File: src/rgbls_pkg.sv
// ----------------------------------------------------------------------------
// rgbls_pkg
// Shared types and constants of the RGB LED chain serialiser.
// ----------------------------------------------------------------------------
package rgbls_pkg;

  localparam int WORD_W       = 24;
  localparam int BITS_PER_LED = 24;
  localparam int APB_AW       = 4;
  localparam int APB_DW       = 32;
  localparam int OUTQ_DEPTH   = 3;

  localparam logic [7:0]  PERIOD_RST    = 8'd80;
  localparam logic [7:0]  ONE_HIGH_RST  = 8'd53;
  localparam logic [7:0]  ZERO_HIGH_RST = 8'd26;
  localparam logic [15:0] LATCH_RST     = 16'd3200;

  typedef enum logic [1:0] {
    FUNC_TICK  = 2'd0,
    FUNC_LOAD  = 2'd1,
    FUNC_START = 2'd2,
    FUNC_ABORT = 2'd3
  } func_t;

  typedef enum logic [1:0] {
    REG_PERIOD    = 2'd0,
    REG_ONE_HIGH  = 2'd1,
    REG_ZERO_HIGH = 2'd2,
    REG_LATCH     = 2'd3
  } reg_idx_t;

  typedef struct packed {
    logic [7:0]  period_cycles;
    logic [7:0]  one_high_cycles;
    logic [7:0]  zero_high_cycles;
    logic [15:0] latch_cycles;
  } cfg_t;

  typedef struct packed {
    logic       sending;
    logic       data_slot;
    logic [4:0] bit_pos;
    logic       lt_one;
    logic       lt_zero;
    logic       ready_res;
    logic       accepted;
    logic       ready_event;
  } slot_info_t;

  typedef struct packed {
    logic line_level;
    logic ready_res;
    logic sending;
    logic accepted;
    logic ready_event;
  } result_t;

endpackage

File: src/rgbls_ram.sv
// ----------------------------------------------------------------------------
// rgbls_ram
// Generic single-write, single-read RAM with registered read data.
// ----------------------------------------------------------------------------
module rgbls_ram #(
  parameter int WIDTH = 24,
  parameter int DEPTH = 8,
  localparam int AW = (DEPTH > 1) ? $clog2(DEPTH) : 1
) (
  input  logic             clk,
  input  logic             we,
  input  logic [AW-1:0]    waddr,
  input  logic [WIDTH-1:0] wdata,
  input  logic [AW-1:0]    raddr,
  output logic [WIDTH-1:0] rdata
);

  logic [WIDTH-1:0] mem [DEPTH];

  always_ff @(posedge clk) begin
    if (we) begin
      mem[waddr] <= wdata;
    end
    rdata <= mem[raddr];
  end

endmodule

File: src/rgbls_regs.sv
// ----------------------------------------------------------------------------
// rgbls_regs
// APB configuration registers: slot timing and latch time.
// ----------------------------------------------------------------------------
module rgbls_regs
  import rgbls_pkg::*;
(
  input  logic              clk,
  input  logic              rst,
  input  logic              psel,
  input  logic              penable,
  input  logic              pwrite,
  input  logic [APB_AW-1:0] paddr,
  input  logic [APB_DW-1:0] pwdata,
  output logic [APB_DW-1:0] prdata,
  output logic              pready,
  output cfg_t              cfg
);

  reg_idx_t idx;
  logic     wr;

  assign idx    = reg_idx_t'(paddr[3:2]);
  assign pready = 1'b1;
  assign wr     = psel & penable & pwrite & pready;

  always_ff @(posedge clk) begin
    if (rst) begin
      cfg.period_cycles    <= PERIOD_RST;
      cfg.one_high_cycles  <= ONE_HIGH_RST;
      cfg.zero_high_cycles <= ZERO_HIGH_RST;
      cfg.latch_cycles     <= LATCH_RST;
    end else if (wr) begin
      case (idx)
        REG_PERIOD:    cfg.period_cycles    <= pwdata[7:0];
        REG_ONE_HIGH:  cfg.one_high_cycles  <= pwdata[7:0];
        REG_ZERO_HIGH: cfg.zero_high_cycles <= pwdata[7:0];
        REG_LATCH:     cfg.latch_cycles     <= pwdata[15:0];
        default: ;
      endcase
    end
  end

  always_comb begin
    case (idx)
      REG_PERIOD:    prdata = {24'd0, cfg.period_cycles};
      REG_ONE_HIGH:  prdata = {24'd0, cfg.one_high_cycles};
      REG_ZERO_HIGH: prdata = {24'd0, cfg.zero_high_cycles};
      REG_LATCH:     prdata = {16'd0, cfg.latch_cycles};
      default:       prdata = '0;
    endcase
  end

endmodule

File: src/rgbls_core.sv
// ----------------------------------------------------------------------------
// rgbls_core
// Frame state, slot timing, latch and wake counters, colour bank selection.
// ----------------------------------------------------------------------------
module rgbls_core
  import rgbls_pkg::*;
#(
  parameter int LED_COUNT = 4,
  localparam int LED_W = (LED_COUNT > 1) ? $clog2(LED_COUNT) : 1
) (
  input  logic              clk,
  input  logic              rst,
  input  cfg_t              cfg,
  input  logic              accept,
  input  logic [1:0]        func,
  input  logic [1:0]        led_index,
  input  logic [7:0]        red,
  input  logic [7:0]        green,
  input  logic [7:0]        blue,
  input  logic [31:0]       wake_delay,
  output logic              ram_we,
  output logic [LED_W:0]    ram_waddr,
  output logic [WORD_W-1:0] ram_wdata,
  output logic [LED_W:0]    ram_raddr,
  output logic              s1_valid,
  output slot_info_t        s1_info
);

  typedef enum logic [1:0] {
    PH_READY,
    PH_SEND,
    PH_WAIT
  } phase_t;

  function automatic logic [LED_W-1:0] wrap_index(input logic [1:0] v);
    logic [8:0] t;
    t = {7'd0, v};
    for (int k = 0; k < 3; k++) begin
      if (t >= 9'(LED_COUNT)) begin
        t = t - 9'(LED_COUNT);
      end
    end
    return t[LED_W-1:0];
  endfunction

  phase_t               phase, phase_next;
  logic                 in_data, in_data_next;
  logic [4:0]           bit_pos, bit_pos_next;
  logic [LED_W-1:0]     led, led_next;
  logic [7:0]           slot_tick, slot_tick_next;
  logic [15:0]          latch_left, latch_left_next;
  logic [31:0]          wake_left, wake_left_next;
  logic [LED_COUNT-1:0] store_sel, store_sel_next;
  logic [LED_COUNT-1:0] frame_sel, frame_sel_next;

  func_t            fn;
  logic [LED_W-1:0] load_idx;
  logic             wbank;
  logic [31:0]      wake_dec;
  logic [8:0]       tick_inc;
  logic             acc_c;
  logic             evt_c;
  slot_info_t       info;

  assign fn       = func_t'(func);
  assign load_idx = wrap_index(led_index);
  assign wake_dec = (wake_left != 32'd0) ? wake_left - 32'd1 : wake_left;
  assign tick_inc = {1'b0, slot_tick} + 9'd1;
  assign wbank    = (phase == PH_SEND && store_sel[load_idx] == frame_sel[load_idx])
                    ? ~store_sel[load_idx] : store_sel[load_idx];

  always_comb begin
    phase_next      = phase;
    in_data_next    = in_data;
    bit_pos_next    = bit_pos;
    led_next        = led;
    slot_tick_next  = slot_tick;
    latch_left_next = latch_left;
    wake_left_next  = wake_left;
    store_sel_next  = store_sel;
    frame_sel_next  = frame_sel;
    acc_c           = 1'b0;
    evt_c           = 1'b0;
    ram_we          = 1'b0;
    if (accept) begin
      case (fn)
        FUNC_LOAD: begin
          ram_we                   = 1'b1;
          store_sel_next[load_idx] = wbank;
        end
        FUNC_START: begin
          if (phase == PH_READY) begin
            frame_sel_next = store_sel;
            phase_next     = PH_SEND;
            in_data_next   = 1'b0;
            bit_pos_next   = 5'd0;
            led_next       = '0;
            slot_tick_next = 8'd0;
            wake_left_next = wake_delay;
            acc_c          = 1'b1;
          end
        end
        FUNC_ABORT: begin
          wake_left_next = 32'd0;
          if (phase == PH_READY) begin
            acc_c = 1'b1;
          end else if (phase == PH_WAIT && latch_left == 16'd0) begin
            phase_next = PH_READY;
            acc_c      = 1'b1;
          end
        end
        default: begin
          wake_left_next = wake_dec;
          if (phase == PH_SEND) begin
            if (tick_inc >= {1'b0, cfg.period_cycles}) begin
              slot_tick_next = 8'd0;
              if (!in_data) begin
                in_data_next = 1'b1;
                bit_pos_next = 5'd0;
                led_next     = '0;
              end else if (bit_pos == 5'(BITS_PER_LED - 1)) begin
                if (led == LED_W'(LED_COUNT - 1)) begin
                  phase_next      = PH_WAIT;
                  in_data_next    = 1'b0;
                  latch_left_next = cfg.latch_cycles;
                end else begin
                  led_next     = led + LED_W'(1);
                  bit_pos_next = 5'd0;
                end
              end else begin
                bit_pos_next = bit_pos + 5'd1;
              end
            end else begin
              slot_tick_next = tick_inc[7:0];
            end
          end else if (phase == PH_WAIT) begin
            if (latch_left == 16'd0 && wake_dec == 32'd0) begin
              phase_next = PH_READY;
              evt_c      = 1'b1;
            end else if (latch_left != 16'd0) begin
              latch_left_next = latch_left - 16'd1;
            end
          end
        end
      endcase
    end
  end

  assign ram_waddr = {wbank, load_idx};
  assign ram_wdata = {green, red, blue};
  assign ram_raddr = {frame_sel_next[led_next], led_next};

  always_comb begin
    info.sending     = (phase_next == PH_SEND);
    info.data_slot   = in_data_next;
    info.bit_pos     = bit_pos_next;
    info.lt_one      = (slot_tick_next < cfg.one_high_cycles);
    info.lt_zero     = (slot_tick_next < cfg.zero_high_cycles);
    info.ready_res   = (phase_next == PH_READY);
    info.accepted    = acc_c;
    info.ready_event = evt_c;
  end

  always_ff @(posedge clk) begin
    if (rst) begin
      phase      <= PH_READY;
      in_data    <= 1'b0;
      bit_pos    <= 5'd0;
      led        <= '0;
      slot_tick  <= 8'd0;
      latch_left <= 16'd0;
      wake_left  <= 32'd0;
      store_sel  <= '0;
      frame_sel  <= '0;
      s1_valid   <= 1'b0;
    end else begin
      phase      <= phase_next;
      in_data    <= in_data_next;
      bit_pos    <= bit_pos_next;
      led        <= led_next;
      slot_tick  <= slot_tick_next;
      latch_left <= latch_left_next;
      wake_left  <= wake_left_next;
      store_sel  <= store_sel_next;
      frame_sel  <= frame_sel_next;
      s1_valid   <= accept;
    end
    s1_info <= info;
  end

endmodule

File: src/rgbls_out.sv
// ----------------------------------------------------------------------------
// rgbls_out
// Line level from the fetched colour word, and the result queue.
// ----------------------------------------------------------------------------
module rgbls_out
  import rgbls_pkg::*;
(
  input  logic              clk,
  input  logic              rst,
  input  logic              s1_valid,
  input  slot_info_t        s1_info,
  input  logic [WORD_W-1:0] word,
  output logic              room,
  output logic              out_valid,
  input  logic              out_ready,
  output result_t           head
);

  localparam int PW = $clog2(OUTQ_DEPTH);

  result_t       q [OUTQ_DEPTH];
  logic [PW-1:0] rp, wp;
  logic [PW:0]   count;
  result_t       res;
  logic [4:0]    bsel;
  logic          pop;

  assign bsel = 5'(WORD_W - 1) - s1_info.bit_pos;

  always_comb begin
    res.line_level  = s1_info.sending & s1_info.data_slot &
                      (word[bsel] ? s1_info.lt_one : s1_info.lt_zero);
    res.ready_res   = s1_info.ready_res;
    res.sending     = s1_info.sending;
    res.accepted    = s1_info.accepted;
    res.ready_event = s1_info.ready_event;
  end

  assign out_valid = (count != '0);
  assign head      = q[rp];
  assign pop       = out_valid & out_ready;
  assign room      = (count + (PW+1)'(s1_valid)) < (PW+1)'(OUTQ_DEPTH);

  always_ff @(posedge clk) begin
    if (rst) begin
      rp    <= '0;
      wp    <= '0;
      count <= '0;
    end else begin
      if (s1_valid) begin
        wp <= (wp == PW'(OUTQ_DEPTH - 1)) ? '0 : wp + PW'(1);
      end
      if (pop) begin
        rp <= (rp == PW'(OUTQ_DEPTH - 1)) ? '0 : rp + PW'(1);
      end
      count <= count + (PW+1)'(s1_valid) - (PW+1)'(pop);
    end
    if (s1_valid) begin
      q[wp] <= res;
    end
  end

endmodule

File: src/rgb_led_chain_serializer.sv
// ----------------------------------------------------------------------------
// rgb_led_chain_serializer
// One-wire addressable RGB LED transmitter, driven one tick per beat.
// ----------------------------------------------------------------------------
// One input beat is accepted per clock cycle while in_ready is high. Its result
// is produced in two steps: the first updates the frame state and addresses
// the colour memory, the second picks the bit from the registered read word.
// A three-entry result queue lets input run on while results wait; in_ready
// drops only when that queue and the beat in flight fill it. Colours live in
// a RAM of 2 << LED_W words in two banks, so a started frame keeps its
// colours while new loads go to the other bank.
module rgb_led_chain_serializer
  import rgbls_pkg::*;
#(
  parameter int LED_COUNT = 4
) (
  input  logic              clk,
  input  logic              rst,
  input  logic              in_valid,
  output logic              in_ready,
  input  logic [1:0]        func,
  input  logic [1:0]        led_index,
  input  logic [7:0]        red,
  input  logic [7:0]        green,
  input  logic [7:0]        blue,
  input  logic [31:0]       wake_delay,
  output logic              out_valid,
  input  logic              out_ready,
  output logic              line_level,
  output logic              ready_res,
  output logic              sending,
  output logic              accepted,
  output logic              ready_event,
  input  logic              psel,
  input  logic              penable,
  input  logic              pwrite,
  input  logic [APB_AW-1:0] paddr,
  input  logic [APB_DW-1:0] pwdata,
  output logic [APB_DW-1:0] prdata,
  output logic              pready
);

  localparam int LED_W     = (LED_COUNT > 1) ? $clog2(LED_COUNT) : 1;
  localparam int RAM_DEPTH = 2 << LED_W;

  cfg_t              cfg;
  logic              accept;
  logic              ram_we;
  logic [LED_W:0]    ram_waddr;
  logic [WORD_W-1:0] ram_wdata;
  logic [LED_W:0]    ram_raddr;
  logic [WORD_W-1:0] ram_rdata;
  logic              s1_valid;
  slot_info_t        s1_info;
  logic              room;
  result_t           head;

  assign in_ready = room;
  assign accept   = in_valid & in_ready;

  assign line_level  = head.line_level;
  assign ready_res   = head.ready_res;
  assign sending     = head.sending;
  assign accepted    = head.accepted;
  assign ready_event = head.ready_event;

  rgbls_regs u_regs (
    .clk     (clk),
    .rst     (rst),
    .psel    (psel),
    .penable (penable),
    .pwrite  (pwrite),
    .paddr   (paddr),
    .pwdata  (pwdata),
    .prdata  (prdata),
    .pready  (pready),
    .cfg     (cfg)
  );

  rgbls_core #(
    .LED_COUNT (LED_COUNT)
  ) u_core (
    .clk        (clk),
    .rst        (rst),
    .cfg        (cfg),
    .accept     (accept),
    .func       (func),
    .led_index  (led_index),
    .red        (red),
    .green      (green),
    .blue       (blue),
    .wake_delay (wake_delay),
    .ram_we     (ram_we),
    .ram_waddr  (ram_waddr),
    .ram_wdata  (ram_wdata),
    .ram_raddr  (ram_raddr),
    .s1_valid   (s1_valid),
    .s1_info    (s1_info)
  );

  rgbls_ram #(
    .WIDTH (WORD_W),
    .DEPTH (RAM_DEPTH)
  ) u_ram (
    .clk   (clk),
    .we    (ram_we),
    .waddr (ram_waddr),
    .wdata (ram_wdata),
    .raddr (ram_raddr),
    .rdata (ram_rdata)
  );

  rgbls_out u_out (
    .clk       (clk),
    .rst       (rst),
    .s1_valid  (s1_valid),
    .s1_info   (s1_info),
    .word      (ram_rdata),
    .room      (room),
    .out_valid (out_valid),
    .out_ready (out_ready),
    .head      (head)
  );

endmodule

File: config.mk
export PLATFORM = sky130hd
export DESIGN_NAME = rgb_led_chain_serializer
export DESIGN_NICKNAME = d
export VERILOG_FILES = /design/src/rgbls_pkg.sv /design/src/rgbls_ram.sv /design/src/rgbls_regs.sv /design/src/rgbls_core.sv /design/src/rgbls_out.sv /design/src/rgb_led_chain_serializer.sv
export SDC_FILE = /design/constraint.sdc
export NUM_CORES = 1
export LEC_CHECK = 0
export ABC_AREA = 1
export BUFFER_PORTS_ARGS = -buffer_cell sky130_fd_sc_hd__buf_4
export CAP_MARGIN = 15
export CORE_MARGIN = 4
export CORE_UTILIZATION = 50
export CTS_BUF_LIST = sky130_fd_sc_hd__clkbuf_16
export CTS_CLUSTER_SIZE = 20
export DETAILED_ROUTE_END_ITERATION = 8
export PLACE_DENSITY_LB_ADDON = 0.3
export SLEW_MARGIN = 30
export SYNTH_ARGS = -nofsm -noshare
export SYNTH_HDL_FRONTEND = slang
export SYNTH_HIERARCHICAL = 1
export SYNTH_SLANG_ARGS = --single-unit
File: constraint.sdc
create_clock -name clk -period 9.3 [get_ports clk]
set_input_delay 1.86 -clock clk [delete_from_list [all_inputs] [get_ports clk]]
set_output_delay 1.86 -clock clk [all_outputs]
set_load 0.01 [all_outputs]
==> results of run 1 <==
-- power groups by stage --
stage	registers, mW	logic (mW)	clock network, mW
2_1_floorplan	2.01	1.35	0
3_3_place_gp	2.06	1.70	0
3_5_place_dp	2.06	1.75	0
4_1_cts	2.03	1.76	1.60
5_1_grt	2.05	2.00	1.67
6_report	2.03	1.77	1.57
-- per-layer routing --
layer  GRT usage  vias to the layer above
met5           0                        -
met4     0.07177                        0
met3     0.03562                       95
met2      0.3806                      449
met1      0.2842                     7326
li1            -                     7881
-- logic make-up (layout without fill, tap and decap cells) --
family,after synthesis,in the layout,synth area share
buffers and inverters,512,582,0.1167
AO/OA/AOI/OAI,226,226,0.06756
adder cells (fa/ha/maj),35,35,0.02309
XOR/XNOR,21,21,0.009699
other,2,17,0.0003960
flip-flops,367,367,0.4967
multiplexers,4,4,0.002111
AND/OR/NAND/NOR,1280,1280,0.2838
-- metrics by stage --
stage	cell area (µm²)	std cells
6_report	21210	3043
5_1_grt	21210	3043
4_1_cts	21200	3043
3_5_place_dp	19890	2967
3_3_place_gp	19840	2964
2_1_floorplan	19020	2462
-- path summary, 6_finish.rpt --
check                           slack (ns)               to              start
worst max-delay path                  3.86  u_ram/rdata[18]           in_valid
worst min register to register        0.45    u_out/q[0][1]  u_core/s1_info[1]
worst max register to register        3.95  u_ram/rdata[18]    u_core/s1_valid
worst min-delay path                  0.45    u_out/q[0][1]  u_core/s1_info[1]
-- critical path: cells and delay by family --
family	cells	cell delay (ns)
AND/OR/NAND/NOR	5	0.57
AO/OA/AOI/OAI	2	0.64
buffers and inverters	7	2.75
-- cell usage in the layout, fill, tap and decap left out, types with 3 or more instances in the layout --
master	count
and2_1	4
xor2_1	18
nand3_1	225
nor3_1	17
edfxtp_1	207
o221ai_1	4
nand2_2	13
nand2_1	734
bufinv_16	3
conb_1	17
nor2_2	24
inv_2	11
o31ai_1	6
o21ai_1	11
nor2_1	209
buf_4	126
o21ai_0	69
clkinv_1	11
clkbuf_16	41
clkinvlp_4	3
mux2i_1	4
a22oi_1	4
nand3b_1	9
inv_1	375
nand4_1	24
clkinv_2	3
dfxtp_1	160
nor2_4	6
o211ai_1	6
nor4_1	8
o21a_1	11
a31oi_1	41
a21oi_1	69
ha_1	35
xnor2_1	3
-- state kept, by name (all words and copies together), names as in the netlist, 3 cells and up, named ones only --
| signal | flops |
|---|---|
| u_ram/mem | 192 |
| u_regs/cfg | 40 |
| u_out/count | 3 |
| u_ram/rdata | 24 |
| u_core/store_sel | 4 |
| u_out/q | 15 |
| u_core/wake_left | 32 |
| u_core/frame_sel | 4 |
| u_core/bit_pos | 5 |
| u_core/slot_tick | 8 |
| u_core/latch_left | 16 |
| u_core/s1_info | 12 |
-- cell type report --
class | count | area [µm²] | share of cell area
Multi-Input combinational cell | 1583 | 7427 | 0.3502
Timing Repair Buffer | 129 | 988.4 | 0.04661
Tap cell | 511 | 639.4 | 0.03015
Inverter | 377 | 1416 | 0.06679
Clock buffer | 41 | 1026 | 0.04838
Sequential cell | 367 | 9419 | 0.4442
Clock inverter | 35 | 290.3 | 0.01369
==> reports/summary.txt, run 1 <==
Synth area leader - edfxtp_1
Wire length per cell - 15.18 µm
Critical Path, Cell by Cell - buf_4, nand2_1, inv_1, clkinv_1, o31ai_1, a22oi_1, inv_1, buf_4, nand3_1, nand2_1, buf_4, inv_2, nand2_1, nand2_1
Clock tree from TritonCTS - built
Pre-CTS setup slack - 3.238 ns
Top FF cell, synth - edfxtp_1
Die area - 41110 µm²
Final hold vios - 0
Fin crit share - 0.5848
Maximum vdd ir drop - 0.2062 mV
Most frequent cell on the critical path - nand2_1
Max Used Layer - met4
I/O Pins - 143
IO Port Bufs - 107
Largest net degree at the start of global routing - 73
RSZ-0062 raised after global routing - no
Required time of the worst setup path - 9.75 ns
Nets - 2637
Leakage - 9.880 nW
Setup Fix Bufs, Post-CTS - 0
Final setup margin - 3.862 ns
Final WL - 46200 µm
Pwr dens - 252.9 nW/µm²
Overall routing resource usage - 0.2202
First-pass iteration count of the detailed router - 5
Area contributors post-synth - edfxtp_1 33%, dfxtp_1 17%, nand2_1 15%, inv_1 7.2%, nand3_1 5.9%
Horiz. Die Dim - 202.8 µm
Met2 WL - 22520 µm
Crit-path max cell delay - 0.85 ns
Final Wtd Congestion - 0.8879
Hold Slack - 0.4531 ns
Via count - 15750
Max FO, Critical Path - 50
Cell Area, Synth - 18960 µm²
Filler instances - 3444
Post-synth EDFFs - 207
Syn Area/Cell - 7.750 µm²
H-Tree Depth - 2
Seq/Total Area, Yosys - 0.4967
Crit path DAT - 5.89 ns
Seq pwr share - 0.379
Worst r2r path cells - 18
Reg clk slew, reported paths - 0.06 ns
Drt initial violations - 1140
Combinational share of power - 0.329
Final Total Pwr - 5.363 mW
Yosys warnings - 6
Final ANT Viol Nets - 0
CP max stage cell - clkinv_1
Max-capacitance violation count - 0
Post-layout util - 0.5643
CTS sink cnt - 367
Psw - 2.014 mW
Synth top area share - 0.3278
# DRC - 0
Cts bufs inserted - 41
PostCTS Resize Cnt - 0
Synth async-reset ratio - 0
Least-Margin Pin Slew - 0.9417 ns
Cell Int Power - 3.349 mW
Core box area - 37580 µm²
Initial core utilization - 0.5047
Initial antenna violation count - 0
Root Buffer - clkbuf_16
Mapped Cells - 2447
Die Height - 202.8 µm
Slew Viols, Final - 0
Vias in the first global route - 14980
Synth cell types - 45
Area grow syn2layout - 11.82%
Critical path type - input port to register
Share of cells above drive strength 1 - 0.09637
Endpoints failing setup - 0
Antenna diodes - 0
Outcome - completed
FMAX - 183.9 MHz
Clock Skew - 0.01756 ns
Std cell rows - 71
Setup_tns - 0 ns
Metal3 WL - 2817 µm
Relative slew slack - 0.3699
Clock Latency Late Sink - 0.57 ns
Post-route minimum period - 5.438 ns
Worst hold path cell count - 0
Nature of the critical path endpoint - register
Min-delay worst type - register to register
Max clock buf depth - 3
#FFs+latches synth - 367
Vias per cell - 5.176
GR Overflow Total - 0
Critical path launch point type - input port
Hold Buf Count CTS - 0
Clock share of power - 0.292
Met1 WL - 19630 µm
Sw Share - 0.3755
Most frequent cells after synthesis - 734 x nand2_1, 366 x inv_1, 225 x nand3_1
Detailed Place HPWL - 29630 µm
First-pass GRT wire length - 74600 µm
Cell with the most instances after synthesis - nand2_1
No activity file was read; power rests on OpenSTA's default activity.
==> run 2, diff against run 1 <==
- clock period: 9.3 -> 5.45 ns (I/O delays scaled with it)
==> run 2 against run 1 <==
- sequential power is 70% higher
- non-clock buffer count stayed put
- final cell count hardly changed
- first-iteration DRC count is 6.5% lower
- total power is 72% higher
- wire length is 1.5% lower
- cell area is 0.19% higher
- clock power is 76% higher
- sequential share of layout area is 0.086 points lower
- die area stayed put
- via count is 1.1% lower
- utilization is 0.11 points higher
- largest cell class unchanged
==> reports/summary.txt, run 2 (synthesis results as in run 1) <==
Core box area - 37580 µm²
Cts bufs inserted - 40
Placed instance area - 19900 µm²
Initial antenna violation count - 0
Nets - 2636
Die area - 41110 µm²
Leakage - 9.909 nW
Std cell rows - 71
Antenna diodes - 0
Critical path launch point type - register
Maximum vdd ir drop - 0.3398 mV
PostCTS Resize Cnt - 0
Setup_tns - 0 ns
Slew Viols, Final - 0
Die Height - 202.8 µm
Wire length per cell - 14.97 µm
Clock Latency Late Sink - 0.57 ns
Most frequent cell on the critical path - nand2_1
Largest Register - u_ram/mem
IO Port Bufs - 107
Crit path DAT - 4.80 ns
Relative slew slack - 0.3715
Max clock buf depth - 3
Drt initial violations - 1066
Endpoints failing setup - 0
Nature of the critical path endpoint - register
Required time of the worst setup path - 5.91 ns
CP max stage cell - dfxtp_1
Post-route minimum period - 4.345 ns
Final WL - 45510 µm
Max FFs per register - 192
Max-capacitance violation count - 0
Combinational share of power - 0.327
Commonest non-fill, non-tap cell in the layout - nand2_1
Detailed Place HPWL - 28960 µm
Largest registers - u_ram/mem: 192 flops, u_regs/cfg: 40 flops, u_core/wake_left: 32 flops
Hold Buf Count CTS - 0
Filler instances - 3425
Horiz. Die Dim - 202.8 µm
H-Tree Depth - 2
Initial core utilization - 0.5047
Crit path max-delay family - simple AND/OR/NAND/NOR gates
First-pass iteration count of the detailed router - 5
Via count - 15570
Root Buffer - clkbuf_16
Share of cells above drive strength 1 - 0.09727
Clock share of power - 0.298
Vias per cell - 5.122
Highest-count cells in the layout ignoring fill and taps - 734 x nand2_1, 375 x inv_1, 225 x nand3_1
Setup Fix Bufs, Post-CTS - 0
Overall routing resource usage - 0.2178
Reg clk slew, reported paths - 0.06 ns
Final ANT Viol Nets - 0
Seq pwr share - 0.375
Pwr dens - 434.7 nW/µm²
FMAX - 230.2 MHz
CP Buf/Inv Count - 6
Vias in the first global route - 14780
Area grow syn2layout - 12.04%
Fin crit share - 0.7972
Min-delay worst type - register to register
CTS sink cnt - 367
I/O Pins - 143
Final hold vios - 0
Clock tree from TritonCTS - built
Critical path type - register to register
Final Wtd Congestion - 0.8814
Psw - 3.413 mW
Max FO, Critical Path - 72
Design area - 21250 µm²
Sw Share - 0.3695
Clock Skew - 0.01719 ns
Least-Margin Pin Slew - 0.9393 ns
Largest net degree at the start of global routing - 97
Cell Int Power - 5.824 mW
RSZ-0062 raised after global routing - no
Crit-path max cell delay - 0.38 ns
Outcome - completed
First-pass GRT wire length - 73660 µm
# DRC - 0
GR Overflow Total - 0
==> run 2: cell types whose count changed in the layout (fill, tap and decap cells not counted), sizes merged <==
cell,change
clkinv,-5
clkbuf,-1
clkinvlp,-1
bufinv,+3
inv,+1
==> run 2: worst paths after layout <==
kind | startpoint | end | slack, ns | cells after the start
max | u_core/slot_tick[2] | u_ram/rdata[21] | 1.11 | 25
min | u_core/s1_info[0] | u_out/q[2][0] | 0.45 | 0
max reg2reg | u_core/slot_tick[2] | u_ram/rdata[21] | 1.11 | 25
min reg2reg | u_core/s1_info[0] | u_out/q[2][0] | 0.45 | 0
==> run 2: through the flow <==
| step | setup WS, ns | hold slack (ns) | power, mW | utilization | instances |
|---|---|---|---|---|---|
| 2_1_floorplan | 2.010 | 0.4210 | 5.726 | - | 2462 |
| 3_5_place_dp | 1.113 | 0.4359 | 6.506 | 0.5295 | 2967 |
| 3_3_place_gp | 1.046 | 0.4253 | 6.431 | 0.5293 | 2967 |
| 4_1_cts | 1.109 | 0.4469 | 9.295 | 0.5653 | 3040 |
| 5_1_grt | 0.5807 | 0.4716 | 9.855 | 0.5654 | 3040 |
| 6_report | 1.105 | 0.4509 | 9.237 | 0.5654 | 3040 |
==> run 2: routing by layer <==
layer | vias up | share of wire | wire, µm | track usage
met3 | 78 | 0.057 | 2615 | 0.04057
met2 | 387 | 0.49 | 22190 | 0.3725
met4 | 0 | 0.024 | 1095 | 0.06862
li1 | 7872 | - | - | -
met5 | - | 0 | 0 | 0
met1 | 7235 | 0.43 | 19620 | 0.2820
==> run 2: layout make-up <==
class / instances / area (µm²) / share of cell area
Sequential cell: 367 / 9419 / 0.4433
Multi-Input combinational cell: 1583 / 7432 / 0.3498
Inverter: 377 / 1415 / 0.06660
Clock buffer: 40 / 1001 / 0.04711
Timing Repair Buffer: 129 / 997.2 / 0.04693
Tap cell: 511 / 639.4 / 0.03009
Clock inverter: 33 / 344.1 / 0.01619
==> run 2: power by group through the flow <==
stage | Clock, mW | Sequential [mW] | Combinational [mW]
floorplan | 0 | 3.42 | 2.30
global route | 2.94 | 3.49 | 3.42
detailed placement | 0 | 3.51 | 2.99
finish | 2.76 | 3.46 | 3.02
CTS | 2.82 | 3.46 | 3.01
global placement | 0 | 3.51 | 2.92
